--- src/cpec_pkg.sv ---
// Shared widths, constants and pipeline payload types for the circle pair collision block.
package cpec_pkg;

    localparam int POS_W  = 16;
    localparam int SPD_W  = 10;
    localparam int RAD_W  = 8;
    localparam int M_W    = 2 * RAD_W;
    localparam int NUM_W  = 28;
    localparam int DEN_W  = 18;
    localparam int Q_W    = 11;
    localparam int IN_W   = 104;
    localparam int OUT_W  = 56;

    localparam logic signed [SPD_W+1:0] SPD_MAX = 12'sd511;
    localparam logic signed [SPD_W+1:0] SPD_MIN = -12'sd512;
    localparam logic [Q_W-1:0]          Q_LIMIT = 11'd1536;

    // Payload leaving the front stages
    typedef struct packed {
        logic                     hit;
        logic                     ms_zero;
        logic                     neg1;
        logic                     neg2;
        logic [NUM_W-1:0]         mag1;
        logic [NUM_W-1:0]         mag2;
        logic [DEN_W-1:0]         den;
        logic signed [SPD_W-1:0]  u1;
        logic signed [SPD_W-1:0]  u2;
        logic signed [POS_W-1:0]  nax;
        logic signed [POS_W-1:0]  nbx;
    } front_t;

    // Payload carried beside the dividers
    typedef struct packed {
        logic                     hit;
        logic                     ms_zero;
        logic                     neg1;
        logic                     neg2;
        logic signed [SPD_W-1:0]  u1;
        logic signed [SPD_W-1:0]  u2;
        logic signed [POS_W-1:0]  nax;
        logic signed [POS_W-1:0]  nbx;
    } side_t;

endpackage

--- src/cpec_divider.sv ---
// Pipelined restoring divider, one quotient bit per stage.
module cpec_divider (
    input  logic                       clk,
    input  logic                       en,
    input  logic [cpec_pkg::NUM_W-1:0] num,
    input  logic [cpec_pkg::DEN_W-1:0] den,
    output logic [cpec_pkg::Q_W-1:0]   quot
);
    import cpec_pkg::*;

    logic [NUM_W-1:0] rem_reg [Q_W];
    logic [DEN_W-1:0] den_reg [Q_W];
    logic [Q_W-1:0]   q_reg   [Q_W];

    for (genvar k = 0; k < Q_W; k++)
    begin : g_stage
        localparam int B = Q_W - 1 - k;
        logic [NUM_W-1:0] rem_in;
        logic [DEN_W-1:0] den_in;
        logic [Q_W-1:0]   q_in;
        logic [NUM_W:0]   trial;
        logic             take;

        if (k == 0)
        begin : g_first
            assign rem_in = num;
            assign den_in = den;
            assign q_in   = '0;
        end
        else
        begin : g_rest
            assign rem_in = rem_reg[k-1];
            assign den_in = den_reg[k-1];
            assign q_in   = q_reg[k-1];
        end

        // Try subtracting the shifted divisor for this bit
        assign trial = (NUM_W+1)'(den_in) << B;
        assign take  = {1'b0, rem_in} >= trial;

        always_ff @(posedge clk)
        begin
            if (en)
            begin
                rem_reg[k] <= take ? rem_in - trial[NUM_W-1:0] : rem_in;
                den_reg[k] <= den_in;
                q_reg[k]   <= q_in | (take ? (Q_W'(1) << B) : '0);
            end
        end
    end

    assign quot = q_reg[Q_W-1];

endmodule

--- config.mk ---
export PLATFORM = sky130hd
export DESIGN_NAME = cpec_divider
export DESIGN_NICKNAME = d
export VERILOG_FILES = /design/src/cpec_pkg.sv /design/src/cpec_divider.sv
export SDC_FILE = /design/constraint.sdc
export NUM_CORES = 1
export LEC_CHECK = 0
export BUFFER_PORTS_ARGS = -buffer_cell sky130_fd_sc_hd__buf_2
export CAP_MARGIN = 40
export CORE_MARGIN = 5
export CORE_UTILIZATION = 65
export CTS_CLUSTER_DIAMETER = 200
export DETAILED_ROUTE_END_ITERATION = 12
export MAX_ROUTING_LAYER = met4
export PLACE_DENSITY_LB_ADDON = 0.08
export SLEW_MARGIN = 30
export SYNTH_ARGS = -nofsm -noshare
export SYNTH_HDL_FRONTEND = slang
export SYNTH_SLANG_ARGS = --single-unit
--- constraint.sdc ---
create_clock -name clk -period 6 [get_ports clk]
set_input_delay 0.3 -clock clk [delete_from_list [all_inputs] [get_ports clk]]
set_output_delay 0.3 -clock clk [all_outputs]
set_load 0.02 [all_outputs]
==> impl_metrics.yaml <==
status:
  outcome: "completed"
setup_path:
  regToRegSetupSlack_ns: 2.21
  critical-path-top-delay-family: "compound AO/OA/AOI/OAI gates"
  reg2reg_depth: 12
  crit_slowest_cell: "a221oi_1"
  path_class: "reg -> reg"
  cpPeakStageDelay_ns: 0.63
  crit_path_cell_trace: "inv_1 -> ha_1 -> inv_1 -> fa_1 -> a21o_1 -> a221oi_1 -> o21ai_1 -> o21bai_1 -> a21oi_1 -> nor3b_4 -> buf_6 -> mux2_1"
  crit_path_start_kind: "register"
  crit_path_max_fanout: 14
  critPathBufInv: 3
  reg2reg_from: "rem_reg[7][2]"
  crit_arrival_ns: 4.14
  crit_top_cell: "inv_1"
  crit_start: "rem_reg[7][2]"
  end_kind: "register"
  regToRegEndpoint: "rem_reg[8][3]"
  cp.required_ns: 6.35
timing:
  whs_ns: 0.02869
  fin_crit_sh_pct: 63.09
  setup_ws_ns: 2.215
  grt_setup_unrepaired: "no"
  clock_skew_ns: 0.01236
  setup_viol_count_final: 0
  timing.final.crit_period_ns: 3.785
  hold_viol: 0
  drv_slew: 0
  tightest_slew_ns: 0.8347
  tns_ns: 0
  max_freq_ghz: 0.2642
  maxSlewHeadroom_pct: 44.36
floorplan:
  start_util_pct: 65.49
  die_w_um: 220.8
  die_area_um2: 48770
  coreArea_um2: 44120
  top_level_ports: 59
  fp-row-count: 77
  die_y_um: 220.8
synth:
  synth_flop_cell: "edfxtp_1"
  yosysMostFrequentCell: "edfxtp_1"
  netlist_area_um2: 28900
  synthTopCellsByArea: "edfxtp_1 55%, ha_1 8.6%, inv_1 3.3%, nand2_1 2.8%, a21oi_1 2.8%"
  avgSynthCellArea_um2: 11.40
  synthArstFlopShare_pct: 0
  yosysTopAreaCell: "edfxtp_1"
  synthCells: 2534
  ys_ff_latch: 526
  yosysWarnings: 0
  synth-edff-count: 526
  synth_commonest_cells: "526 x edfxtp_1, 252 x inv_1, 215 x nand2_1, 198 x ha_1, 160 x a21oi_1"
  synth_nets: 2790
  synth.distinct_cells: 83
  yosysSeqAreaShare_pct: 54.66
  synth_top_area_share_pct: 54.66
clock_network:
  cts.sinks: 526
  cts_resized: 0
  cts_tree: "done"
  path_clk_slew_ns: 0.06
  clockRootBuffer: "clkbuf_16"
  cts_made_buffers: 54
  clkLatencyLatePin_ns: 0.60
  htree_num_levels: 2
  post-cts-setup-buffers: 0
  clock_path_buffers: 3
  postCtsHoldBufs: 43
power_and_ir_drop:
  power_density_nw_per_um2: 447.4
  ir_worst_vdd_uv: 277.5
  p_leak_nw: 12.64
  finalPower_mw: 14.38
global_routing:
  grt_pass1_wl_um: 93210
  grt_max_degree: 165
  grt-ovfl-total: 0
  grt_pass1_vias: 20110
  grt.total_usage_pct: 23.67
  antenna_found_initial: 0
detailed_routing:
  via_count: 19680
  ant_nets: 0
  drt_iter0_drc: 1207
  wirelength_um: 56880
  drc: 0
  vias_per_cell: 5.977
  wl_per_cell_um: 17.28
  drtPass1Iterations: 6
finish:
  post-route-util_pct: 72.82
  largest_reg_flops: 280
  layout-drive-gt1-share_pct: 7.000
  final_cell_count_no_fill: 3292
  area_growth_pct: 11.21
  nNetsFinal: 2911
  fill_cells: 2974
  antennaDiodeCount: 0
  final_area_um2: 32130
placed_design:
  place_congestion: 1.018
  place_ws_ns: 2.187
  io_buffers: 58
  dpl_cell_area_um2: 29930
  dp.cells: 3147
  dp.final_hpwl_um: 41870
min_path:
  hp-class: "in -> reg"
  min_path_cells: 2
  hp-start: "num[23]"
  holdPathEnd: "rem_reg[0][23]"
job:
  drv_cap: 0
## cells in the final DEF, fill, tap and decap left out, drive strengths merged, types with 43 or more instances in the layout
cell and n:
xor2 86, edfxtp 526, a21o 58, dlygate4sd3 43
nor2 132, buf 76, o21ai 209, nand2 215
inv 259, clkbuf 69, a21oi 161, mux2 58
xnor2 83, ha 198
## worst max-delay path by stage
stage	end	slack, ns	depth (start not counted)
after floorplan	rem_reg[0][19]	2.90	14
after global placement	rem_reg[0][13]	2.03	11
after detailed placement	rem_reg[8][3]	2.19	12
after CTS	rem_reg[8][3]	2.19	12
after global routing	rem_reg[8][3]	1.96	12
final	rem_reg[8][3]	2.21	12
## cells by family after synthesis
family	share of synthesized area, %
multiplexers	2.364
adder cells (fa/ha/maj)	9.266
flip-flops	54.66
XOR/XNOR	5.123
AND/OR/NAND/NOR	9.894
AO/OA/AOI/OAI	14.57
buffers and inverters	4.118
## metal layers
layer	vias up	share of wire (%)	global-route usage (%)
li1	9606	-	-
met1	9280	35	22.40
met2	563	56	45.45
met3	226	3.4	2.796
met4	0	6.2	14.09
met5	-	0	-
## layout make-up
cell class	instances	area, um^2	share of cell area [%]
timing repair buffer	119	915.9	2.850
clock inverter	32	320.3	0.9968
sequential	526	15800	49.15
clock buffer	69	1429	4.447
tap	592	740.7	2.305
multi-input combinational	1695	11960	37.22
inverter	259	972.2	3.025
## where the power goes
group	leakage, nW	total (mW)	internal, mW	switching, mW
clock	0.855	3.28	1.94	1.35
combinational	6.70	5.41	2.30	3.11
sequential	5.09	5.68	5.21	0.476
total	12.6	14.4	9.45	4.93
(Power assumes the default switching activity.)
