## src/cpec_pkg.sv

```systemverilog
// Shared widths, constants and pipeline payload types for the circle pair collision block.
package cpec_pkg;

    localparam int POS_W  = 16;
    localparam int SPD_W  = 10;
    localparam int RAD_W  = 8;
    localparam int M_W    = 2 * RAD_W;
    localparam int NUM_W  = 28;
    localparam int DEN_W  = 18;
    localparam int Q_W    = 11;
    localparam int IN_W   = 104;
    localparam int OUT_W  = 56;

    localparam logic signed [SPD_W+1:0] SPD_MAX = 12'sd511;
    localparam logic signed [SPD_W+1:0] SPD_MIN = -12'sd512;
    localparam logic [Q_W-1:0]          Q_LIMIT = 11'd1536;

    // Payload leaving the front stages
    typedef struct packed {
        logic                     hit;
        logic                     ms_zero;
        logic                     neg1;
        logic                     neg2;
        logic [NUM_W-1:0]         mag1;
        logic [NUM_W-1:0]         mag2;
        logic [DEN_W-1:0]         den;
        logic signed [SPD_W-1:0]  u1;
        logic signed [SPD_W-1:0]  u2;
        logic signed [POS_W-1:0]  nax;
        logic signed [POS_W-1:0]  nbx;
    } front_t;

    // Payload carried beside the dividers
    typedef struct packed {
        logic                     hit;
        logic                     ms_zero;
        logic                     neg1;
        logic                     neg2;
        logic signed [SPD_W-1:0]  u1;
        logic signed [SPD_W-1:0]  u2;
        logic signed [POS_W-1:0]  nax;
        logic signed [POS_W-1:0]  nbx;
    } side_t;

endpackage

```

## src/cpec_front.sv

```systemverilog
// Front stages: distances, masses, hit test, numerators and overlap push.
module cpec_front #(
    parameter int POS_FRAC_BITS = 4
) (
    input  logic                       clk,
    input  logic                       rst_n,
    input  logic                       en,
    input  logic                       in_valid,
    input  logic [cpec_pkg::IN_W-1:0]  in_data,
    output logic                       out_valid,
    output cpec_pkg::front_t           out_item
);
    import cpec_pkg::*;

    localparam int LIM_W = RAD_W + 1 + POS_FRAC_BITS;
    localparam int CW    = (LIM_W > POS_W + 1) ? LIM_W : POS_W + 1;
    localparam int PW    = CW + 2;
    localparam int SQ_W  = (2 * LIM_W > 2 * POS_W + 3) ? 2 * LIM_W : 2 * POS_W + 3;

    // Unpack the request
    logic signed [POS_W-1:0] ax, ay, bx, by;
    logic [RAD_W-1:0]        ar, br;
    logic signed [SPD_W-1:0] au, bu;

    assign ax = in_data[15:0];
    assign ay = in_data[31:16];
    assign ar = in_data[39:32];
    assign au = in_data[49:40];
    assign bx = in_data[65:50];
    assign by = in_data[81:66];
    assign br = in_data[89:82];
    assign bu = in_data[99:90];

    // Stage 1: differences, contact distance, masses
    logic                    v1_reg;
    logic signed [POS_W:0]   dx1_reg, dy1_reg;
    logic [LIM_W-1:0]        lim1_reg;
    logic [M_W-1:0]          m1_reg, m2_reg;
    logic signed [SPD_W-1:0] u1_1_reg, u2_1_reg;
    logic signed [POS_W-1:0] ax1_reg, bx1_reg;

    always_ff @(posedge clk)
    begin
        if (en)
        begin
            dx1_reg  <= $signed({bx[POS_W-1], bx}) - $signed({ax[POS_W-1], ax});
            dy1_reg  <= $signed({by[POS_W-1], by}) - $signed({ay[POS_W-1], ay});
            lim1_reg <= LIM_W'({1'b0, ar} + {1'b0, br}) << POS_FRAC_BITS;
            m1_reg   <= ar * ar;
            m2_reg   <= br * br;
            u1_1_reg <= au;
            u2_1_reg <= bu;
            ax1_reg  <= ax;
            bx1_reg  <= bx;
        end
    end

    // Stage 2: squares, numerator products, push candidate
    logic signed [M_W:0]     md, md_n;
    logic [CW-1:0]           ad, lim_c;
    logic                    push;
    logic [CW-1:0]           ov;
    logic signed [PW-1:0]    ax_w, bx_w, nax_w, nbx_w;
    logic signed [POS_W-1:0] nax_next, nbx_next;

    always_comb
    begin
        md    = $signed({1'b0, m1_reg}) - $signed({1'b0, m2_reg});
        md_n  = $signed({1'b0, m2_reg}) - $signed({1'b0, m1_reg});
        ad    = CW'(dx1_reg[POS_W] ? -dx1_reg : dx1_reg);
        lim_c = CW'(lim1_reg);
        push  = (ad != '0) && (ad < lim_c);
        ov    = push ? ((lim_c - ad) >> 1) : '0;
        ax_w  = PW'(ax1_reg);
        bx_w  = PW'(bx1_reg);
        if (dx1_reg > 0)
        begin
            nax_w = ax_w - $signed({2'b00, ov});
            nbx_w = bx_w + $signed({2'b00, ov});
        end
        else
        begin
            nax_w = ax_w + $signed({2'b00, ov});
            nbx_w = bx_w - $signed({2'b00, ov});
        end
        // Saturate to the position range
        if (nax_w > PW'(32767))
            nax_next = 16'sh7FFF;
        else if (nax_w < -PW'(32768))
            nax_next = -16'sh8000;
        else
            nax_next = nax_w[POS_W-1:0];
        if (nbx_w > PW'(32767))
            nbx_next = 16'sh7FFF;
        else if (nbx_w < -PW'(32768))
            nbx_next = -16'sh8000;
        else
            nbx_next = nbx_w[POS_W-1:0];
    end

    logic                    v2_reg;
    logic signed [2*POS_W+1:0] dxsq_reg, dysq_reg;
    logic [2*LIM_W-1:0]      lim2_reg;
    logic signed [M_W+SPD_W:0] p1_reg, p2_reg, p3_reg, p4_reg;
    logic [M_W:0]            ms2_reg;
    logic signed [SPD_W-1:0] u1_2_reg, u2_2_reg;
    logic signed [POS_W-1:0] ax2_reg, bx2_reg, pa2_reg, pb2_reg;

    always_ff @(posedge clk)
    begin
        if (en)
        begin
            dxsq_reg <= dx1_reg * dx1_reg;
            dysq_reg <= dy1_reg * dy1_reg;
            lim2_reg <= lim1_reg * lim1_reg;
            p1_reg   <= md * u1_1_reg;
            p2_reg   <= $signed({1'b0, m2_reg}) * u2_1_reg;
            p3_reg   <= md_n * u2_1_reg;
            p4_reg   <= $signed({1'b0, m1_reg}) * u1_1_reg;
            ms2_reg  <= {1'b0, m1_reg} + {1'b0, m2_reg};
            u1_2_reg <= u1_1_reg;
            u2_2_reg <= u2_1_reg;
            ax2_reg  <= ax1_reg;
            bx2_reg  <= bx1_reg;
            pa2_reg  <= nax_next;
            pb2_reg  <= nbx_next;
        end
    end

    // Stage 3: hit compare, numerator sums and magnitudes
    logic [SQ_W-1:0]           dsum;
    logic                      hit_next;
    logic signed [M_W+SPD_W+2:0] n1, n2;
    front_t                    item_next;
    front_t                    item_reg;
    logic                      v3_reg;

    always_comb
    begin
        dsum     = SQ_W'(dxsq_reg[2*POS_W:0]) + SQ_W'(dysq_reg[2*POS_W:0]);
        hit_next = dsum <= SQ_W'(lim2_reg);
        n1       = (M_W+SPD_W+3)'(p1_reg) + ((M_W+SPD_W+3)'(p2_reg) <<< 1);
        n2       = (M_W+SPD_W+3)'(p3_reg) + ((M_W+SPD_W+3)'(p4_reg) <<< 1);
        item_next.hit     = hit_next;
        item_next.ms_zero = (ms2_reg == '0);
        item_next.neg1    = n1[M_W+SPD_W+2];
        item_next.neg2    = n2[M_W+SPD_W+2];
        item_next.mag1    = NUM_W'(n1[M_W+SPD_W+2] ? -n1 : n1);
        item_next.mag2    = NUM_W'(n2[M_W+SPD_W+2] ? -n2 : n2);
        item_next.den     = DEN_W'(ms2_reg);
        item_next.u1      = u1_2_reg;
        item_next.u2      = u2_2_reg;
        item_next.nax     = hit_next ? pa2_reg : ax2_reg;
        item_next.nbx     = hit_next ? pb2_reg : bx2_reg;
    end

    always_ff @(posedge clk)
    begin
        if (en)
            item_reg <= item_next;
    end

    // Advance valid bits with the data
    always_ff @(posedge clk or negedge rst_n)
    begin
        if (!rst_n)
        begin
            v1_reg <= 1'b0;
            v2_reg <= 1'b0;
            v3_reg <= 1'b0;
        end
        else if (en)
        begin
            v1_reg <= in_valid;
            v2_reg <= v1_reg;
            v3_reg <= v2_reg;
        end
    end

    assign out_valid = v3_reg;
    assign out_item  = item_reg;

endmodule

```

## config.mk

```make
export PLATFORM = sky130hd
export DESIGN_NAME = cpec_front
export DESIGN_NICKNAME = d
export VERILOG_FILES = /design/src/cpec_pkg.sv /design/src/cpec_front.sv
export SDC_FILE = /design/constraint.sdc
export NUM_CORES = 2
export LEC_CHECK = 0
export ABC_AREA = 1
export BUFFER_PORTS_ARGS = -buffer_cell sky130_fd_sc_hd__buf_4
export CORE_ASPECT_RATIO = 0.75
export CORE_UTILIZATION = 35
export CTS_CLUSTER_SIZE = 28
export DETAILED_ROUTE_END_ITERATION = 10
export PLACE_DENSITY = 0.57
export SYNTH_ARGS = -nofsm -noshare
export SYNTH_HDL_FRONTEND = slang
export SYNTH_SLANG_ARGS = --single-unit
export TNS_END_PERCENT = 100
```

## constraint.sdc

```tcl
create_clock -name clk -period 9.55 [get_ports clk]
set_input_delay 1.91 -clock clk [delete_from_list [all_inputs] [get_ports clk]]
set_output_delay 1.91 -clock clk [all_outputs]
set_load 0.03 [all_outputs]
```

==> impl_metrics.json <==
{
  "status": "completed",
  "cp.required_ps": 9940,
  "wl_per_cell_um": 16.6,
  "slew_headroom_pct": 27.3,
  "antenna_found_initial": 3,
  "rr_worst_depth": 29,
  "dr.first_iter.drc_count": 3553,
  "synth-async-reset-ratio_pct": 0.548,
  "layout-drive-gt1-share_pct": 6.13,
  "syn_avg_cell_area_um2": 9.00,
  "synth_edf_count": 544,
  "min_to": "out_item[37]$_DFFE_PP_",
  "viasPerCell": 4.74,
  "clkTransAtPathRegs_ps": 60,
  "clock_skew_ps": 46.8,
  "slew_viol_final": 0,
  "portBuffers": 233,
  "synthCells": 8445,
  "dp_hpwl_um": 155000,
  "synth_top_flop_cell": "edfxtp_1",
  "core_area_mm2": 0.215,
  "final-hold-violation-count": 0,
  "insertion_delay_ps": 690,
  "cts_tree": "done",
  "wirelength_um": 191000,
  "yosysTopAreaCell": "fa_1",
  "place.gp.congestion": 0.907,
  "rsz0062_at_grt": "false",
  "die_h_um": 405,
  "die_w_um": 540,
  "synthToLayoutAreaGrowth_pct": 9.68,
  "postCtsHoldBufs": 0,
  "multi_input_area_mm2": 0.0509,
  "endpoint_kind": "flop",
  "min_path_type": "reg -> reg",
  "cp-start-kind": "flop",
  "num_vias": 54472,
  "clock.fmax_mhz": 117,
  "ys_seq_elements": 547,
  "design.die.area_mm2": 0.219,
  "grt_max_degree": 134,
  "min_path_cells": 0,
  "cts-root-buf": "clkbuf_16",
  "grt-ovfl-total": 0,
  "tightest_slew_ps": 1090,
  "cts_sinks": 547,
  "num_rows": 147,
  "ctsResizeCount": 0,
  "cts_made_buffers": 68,
  "synth_top_area_share_pct": 29.7,
  "synth_seq_area_share_pct": 21.6,
  "ant_nets": 0,
  "grt_pass1_vias": 57645,
  "path_class": "reg -> reg",
  "worstPathArrival_ps": 8910,
  "fin_crit_sh_pct": 89.3,
  "r2r-end": "p1_reg[25]$_DFFE_PP_",
  "largest_register_ffs": 129,
  "io_pins": 239,
  "grt_pass1_wl_um": 312000,
  "grt_usage_pct": 18.0,
  "n_fill_cell": 21600,
  "worstReg2RegStart": "m2_reg[3]$_DFFE_PP_",
  "max_cap_violations": 0,
  "worstHoldStart": "u2_2_reg[5]$_DFFE_PP_",
  "setup_tns_ps": 0,
  "htreeDepth": 3,
  "cts_setup_buffers": 0,
  "yosysWarnings": 0,
  "yosys-top-cells-area": "fa_1 30%, edfxtp_1 22%, ha_1 13%",
  "drc": 0,
  "rrSetupSlack_ps": 1020,
  "setup-violations-final": 0,
  "cts_buffer_depth": 3,
  "cp_slowest_cell": "ha_1",
  "register_area_mm2": 0.0164,
  "period_needed_ps": 8530,
  "max_stage_delay_ps": 690,
  "initial_core_util_pct": 35.4,
  "critPathMaxFanout": 13,
  "fin_nets": 10630,
  "synthesis.area_mm2": 0.0760,
  "ys_types": 60,
  "whs_ps": 387,
  "firstDrtPassIters": 6
}
==> worst max path at each step <==
stage                         from              endpoint  slack, ps
4_1_cts        m2_reg[3]$_DFFE_PP_  p1_reg[25]$_DFFE_PP_       1040
2_1_floorplan  m1_reg[3]$_DFFE_PP_  p1_reg[25]$_DFFE_PP_       2310
6_report       m2_reg[3]$_DFFE_PP_  p1_reg[25]$_DFFE_PP_       1020
3_3_place_gp   m2_reg[3]$_DFFE_PP_  p1_reg[25]$_DFFE_PP_       1140
3_5_place_dp   m2_reg[3]$_DFFE_PP_  p1_reg[25]$_DFFE_PP_       1140
5_1_grt        m2_reg[3]$_DFFE_PP_  p1_reg[25]$_DFFE_PP_        480
==> stage by stage <==
stage | worst slack [ps] | instance area, um^2 | std cells | util (%)
after global placement | 1140 | 81000 | 11371 | 37.7
final | 1020 | 83300 | 11497 | 38.8
after global routing | 483 | 83300 | 11495 | 38.8
after floorplan | 2310 | 76000 | 8451 | -
after CTS | 1040 | 83300 | 11495 | 38.8
after detailed placement | 1140 | 81000 | 11371 | 37.7
==> cells in the final DEF, fill, tap and decap left out, drive strengths merged, types with 33 or more instances in the layout <==
cell type	n
a21oi	408
o21bai	33
inv	2076
nand4	74
fa	1126
nor2	401
nor3	47
nand3	164
o21ai	199
edfxtp	544
xor2	339
xnor2	135
clkbuf	79
nand2	1702
ha	786
buf	314
==> Yosys cell counts, types with 3 or more instances <==
library cell,instances
a211oi_1,13
a21boi_0,18
a21o_1,21
a21oi_1,405
a221oi_1,4
a31oi_1,25
and2_1,5
buf_1,17
buf_2,11
buf_4,6
buf_6,8
clkbuf_1,182
dfrtp_1,3
edfxtp_1,544
fa_1,1126
ha_1,786
inv_1,2060
inv_2,9
nand2_1,1659
nand2_2,42
nand3_1,157
nand3_2,7
nand3b_1,6
nand4_1,74
nor2_1,390
nor2_2,7
nor2_4,4
nor3_1,43
nor3_2,4
nor3b_1,3
nor4_1,13
o2111ai_1,4
o211ai_1,11
o21a_1,11
o21ai_0,179
o21ai_1,18
o21bai_1,33
o221ai_1,5
o31ai_1,8
or2_2,27
xnor2_1,135
xor2_1,339
==> cell type report <==
type,count,share of cell area [%]
Sequential cell,547,19.7
Timing Repair Buffer,314,2.85
Antenna cell,2,0.00601
Clock buffer,79,2.09
Multi-Input combinational cell,5609,61.0
Clock inverter,45,0.737
Inverter,2070,9.32
Tap cell,2831,4.25
==> routing by layer <==
layer | global-route usage (%) | wire (um) | vias to the layer above
li1 | - | - | 26139
met1 | 25.3 | 88800 | 26970
met2 | 28.8 | 86700 | 1185
met3 | 3.12 | 11700 | 176
met4 | 3.92 | 3780 | 2
met5 | 0 | 11 | -
==> critical path: cells and delay by family, from the launching register on <==
family	cells	cell delay [ps]
buffers and inverters	4	200
and+or+nand+nor	6	620
DFF	1	680
xor gates and xnor gates	2	680
adders and majority gates	7	3500
AOI/OAI and AO/OA	10	2550
==> cells by family (layout without fill, tap and decap cells) <==
| kind of cell | count (synthesis) | in the layout | synth area share (%) |
|---|---|---|---|
| AOI/OAI and AO/OA | 770 | 770 | 5.66 |
| xor gates and xnor gates | 474 | 474 | 5.46 |
| adders and majority gates | 1912 | 1912 | 42.6 |
| buffers and inverters | 2295 | 2508 | 11.5 |
| DFF | 547 | 547 | 21.6 |
| muxes | 1 | 1 | 0.0148 |
| other | 2 | 10 | 0.00988 |
| and+or+nand+nor | 2444 | 2444 | 13.2 |
Power is not shown: default switching activity piles up to over one toggle a cycle in this logic, so the estimate is an artifact.
